$ cat src/pfl_ram.sv
`default_nettype none

module pfl_ram #(
  parameter int DEPTH = 272,
  parameter int DW    = 9
) (
  input  wire logic                     clk_i,
  input  wire logic                     we_i,
  input  wire logic [$clog2(DEPTH)-1:0] waddr_i,
  input  wire logic [DW-1:0]            wdata_i,
  input  wire logic [$clog2(DEPTH)-1:0] raddr_i,
  output      logic [DW-1:0]            rdata_o
);

  logic [DW-1:0] mem_q [DEPTH];

  // one write port
  always_ff @(posedge clk_i) begin
    if (we_i) begin
      mem_q[waddr_i] <= wdata_i;
    end
  end

  // one registered read port
  always_ff @(posedge clk_i) begin
    rdata_o <= mem_q[raddr_i];
  end

endmodule

`default_nettype wire

$ cat config.mk
export PLATFORM = sky130hd
export DESIGN_NAME = pfl_ram
export DESIGN_NICKNAME = d
export VERILOG_FILES = /design/src/pfl_ram.sv
export SDC_FILE = /design/constraint.sdc
export NUM_CORES = 2
export LEC_CHECK = 0
export ABC_AREA = 0
export BUFFER_PORTS_ARGS = -buffer_cell sky130_fd_sc_hd__buf_4
export CORE_MARGIN = 2
export CORE_UTILIZATION = 40
export CTS_CLUSTER_SIZE = 8
export DETAILED_ROUTE_END_ITERATION = 10
export GPL_TIMING_DRIVEN = 0
export RECOVER_POWER = 25
export SLEW_MARGIN = 10
export SYNTH_ARGS = -nofsm -noshare
export SYNTH_HDL_FRONTEND = slang
export SYNTH_SLANG_ARGS = --single-unit
$ cat constraint.sdc
create_clock -name clk_i -period 7.29 [get_ports clk_i]
set_input_delay 2.187 -clock clk_i [delete_from_list [all_inputs] [get_ports clk_i]]
set_output_delay 2.187 -clock clk_i [all_outputs]
set_load 0.005 [all_outputs]
==> impl_metrics.ini <==
[cells_and_area]
ff_latch_area_sq_um = 73700
area_delta_synth_final_pct = 14.8
final_util = 0.463
fillers = 19506
layout.cells.non_filler = 8081
multi_input_comb_area_sq_um = 19900
drive_gt1_frac = 0.235
nNetsFinal = 4906

[power_and_ir_drop]
peakVddDrop_mv = 0.276
power.density_nw_per_um2 = 290
p_leak_nw = 33.9

[global_routing]
antenna_found_initial = 16
gr-total-overflow = 0
grt_pass1_vias = 49218
grt_max_degree = 138
grt_pass1_wl_microns = 415000
grtUsageTotal = 0.251

[yosys]
synth_ff_type = edfxtp_1
ys_seq_area_frac = 0.776
synth-seq-cells = 2457
netlist_area_sq_um = 95000
synth_area_leaders = edfxtp_1 77%, mux4_2 12%, mux2i_1 2.3%
synth_edf_count = 2448
synth_common_cells = 2448 x edfxtp_1, 526 x mux4_2, 305 x nor2_1
syn_area_per_cell_sq_um = 21.4
synth_most_common_cell = edfxtp_1
synthCells = 4448
ys_warn_count = 0
synth_top_area_frac = 0.774
syn-num-nets = 4477
ys_types = 58
yosys.area.top_type = edfxtp_1
ys_async_sr_fraction = 0

[detailed_routing]
vias = 50896
wl_microns = 308000
dr.first_iter.drc_count = 8216
firstDrtPassIters = 6
ant_nets = 0
route.detailed.wl_per_inst_microns = 38.1
vias_per_cell = 6.30
drc = 0

[sta]
hold_ws_ns = 1.11
maxSlewHeadroom = -2.52
period_minus_slack_ns = 6.89
rsz0062_at_grt = no
hold_viol = 0
max_freq_ghz = 0.145
finalMaxSlewViolations = 1671
worst_clock_skew_ns = 0.0547
post-route-period-util = 0.945
setup_viol = 0
setup_tns_ns = 0
worst_pin_slew_ns = 5.28

[worst_setup_path]
slowest_stage = o41ai_1
r2r_slack_ns = 3.91
cp_num_buf_inv = 6
cpPeakStageDelay_ns = 1.11
cp.required_ns = 8.04
path_cells = buf_4 -> buf_2 -> buf_2 -> clkbuf_1 -> clkbuf_1 -> clkbuf_1 -> a21oi_1 -> o41ai_1 -> a32oi_1
arrival_ns = 7.64
cp_top_family = buffers and inverters
cpMostUsedCell = clkbuf_1
crit_type = input pin to flop
start_kind = input pin
cp_max_fo = 10
crit_path_end_kind = flop

[floorplan]
die_h_microns = 491
fp.coreArea_sq_um = 236000
dieArea_sq_um = 241000
die_w_microns = 491
start_util = 0.403
io-pin-count = 38
rows = 178

[clock_tree]
clock_sinks = 2457
cts_resized = 0
cts_made_buffers = 358
post_cts_buffers = 0
htreeDepth = 5
clk_path_buf_depth = 4
cts_hold_buf = 0
clk_pin_slew_ns = 0.05
cts_root_buf = clkbuf_16
insertion_delay_ns = 0.93
cts_tree = built

[hold_path]
hold_class = flop to flop

[placed_design]
port_buffers = 34
dp_cells = 7667
routabilityCongestion = 0.969
hpwl_microns = 204000

[run_status]
status = complete, but fails checks
violations = max-capacitance violations, max-slew violations

[flow_run]
drv_cap = 17
## tightest hold or removal path, cell delays in order (launching register included)
cell,delay (ns)
edfxtp_1,0.31
mux4_2,0.22
mux4_2,0.22
inv_1,0.09
a32oi_1,0.23
## flip-flops by register name, indices dropped and copies added, names as in the netlist
register,flops
mem_q,2448
rdata_o,9
## final timing paths
path,end,from,depth (start not counted)
worst max-delay path,rdata_o[0],raddr_i[4],9
worst min-delay path,rdata_o[2],mem_q[258][2],4
worst max register to register,rdata_o[5],mem_q[110][5],7
worst min register to register,rdata_o[2],mem_q[258][2],4
## logic make-up (layout without fill, tap and decap cells)
| family | after synthesis | in the layout | synth area share |
|---|---|---|---|
| AND/OR/NAND/NOR | 525 | 525 | 0.0241 |
| other | 0 | 14 | 0 |
| buffers and inverters | 274 | 743 | 0.0162 |
| AO/OA/AOI/OAI | 402 | 402 | 0.0302 |
| flip-flops | 2457 | 2457 | 0.776 |
| multiplexers | 790 | 790 | 0.154 |
## where the power goes
part           leakage (nW)  total (mW)  internal [mW]  switching (mW)
Sequential             22.1        15.6           15.6         0.00593
Combinational          7.34        1.69          0.495            1.19
Clock                  4.53        14.3           8.68            5.65
## cell type report
type                       instances  share of cell area
antenna                           14            0.000321
multi-input combinational       1717               0.182
clock buffer                     390              0.0838
timing repair buffer              69             0.00633
tap                             3150              0.0361
sequential                      2457               0.676
buffer                           264              0.0140
inverter                          10            0.000344
clock inverter                    10            0.000952
## stage by stage
stage	instance area, sq um	setup WS [ns]	power (mW)
finish	109000	0.403	31.6
global route	109000	0.582	32.3
CTS	109000	0.838	31.6
detailed placement	100000	-0.0623	17.5
global placement	99200	-1.40	17.5
floorplan	95000	2.98	16.6
## layout by cell type (no fill, tap or decap), types with 10 or more instances in the layout
cell / netlist / routed
edfxtp_1: 2448 / 2448
mux4_2: 526 / 526
clkbuf_16: 0 / 361
nor2_1: 305 / 304
mux2i_1: 223 / 223
clkbuf_1: 126 / 145
a21oi_1: 77 / 77
nand2_1: 75 / 72
o221ai_1: 72 / 72
buf_4: 21 / 58
o22ai_1: 57 / 57
buf_2: 42 / 52
buf_6: 44 / 44
o21ai_0: 41 / 41
mux2_2: 35 / 35
and2_1: 31 / 31
a22o_1: 30 / 30
nand3_1: 30 / 29
clkbuf_2: 0 / 28
nor3_1: 27 / 27
a22oi_1: 25 / 25
a221oi_1: 19 / 19
buf_1: 27 / 18
a211oi_1: 16 / 16
diode_2: 0 / 14
nor4_1: 19 / 13
a31oi_1: 12 / 12
buf_16: 0 / 10
## layer usage
layer / up-vias / track usage / routed length [microns] / part of all wire
met5: - / 0 / 63 / 0.00020
met2: 3618 / 0.371 / 137000 / 0.45
met3: 729 / 0.0721 / 37600 / 0.12
met1: 27110 / 0.342 / 116000 / 0.38
met4: 10 / 0.125 / 17400 / 0.057
li1: 19429 / - / - / -
Power figures use the tool's default switching activity.
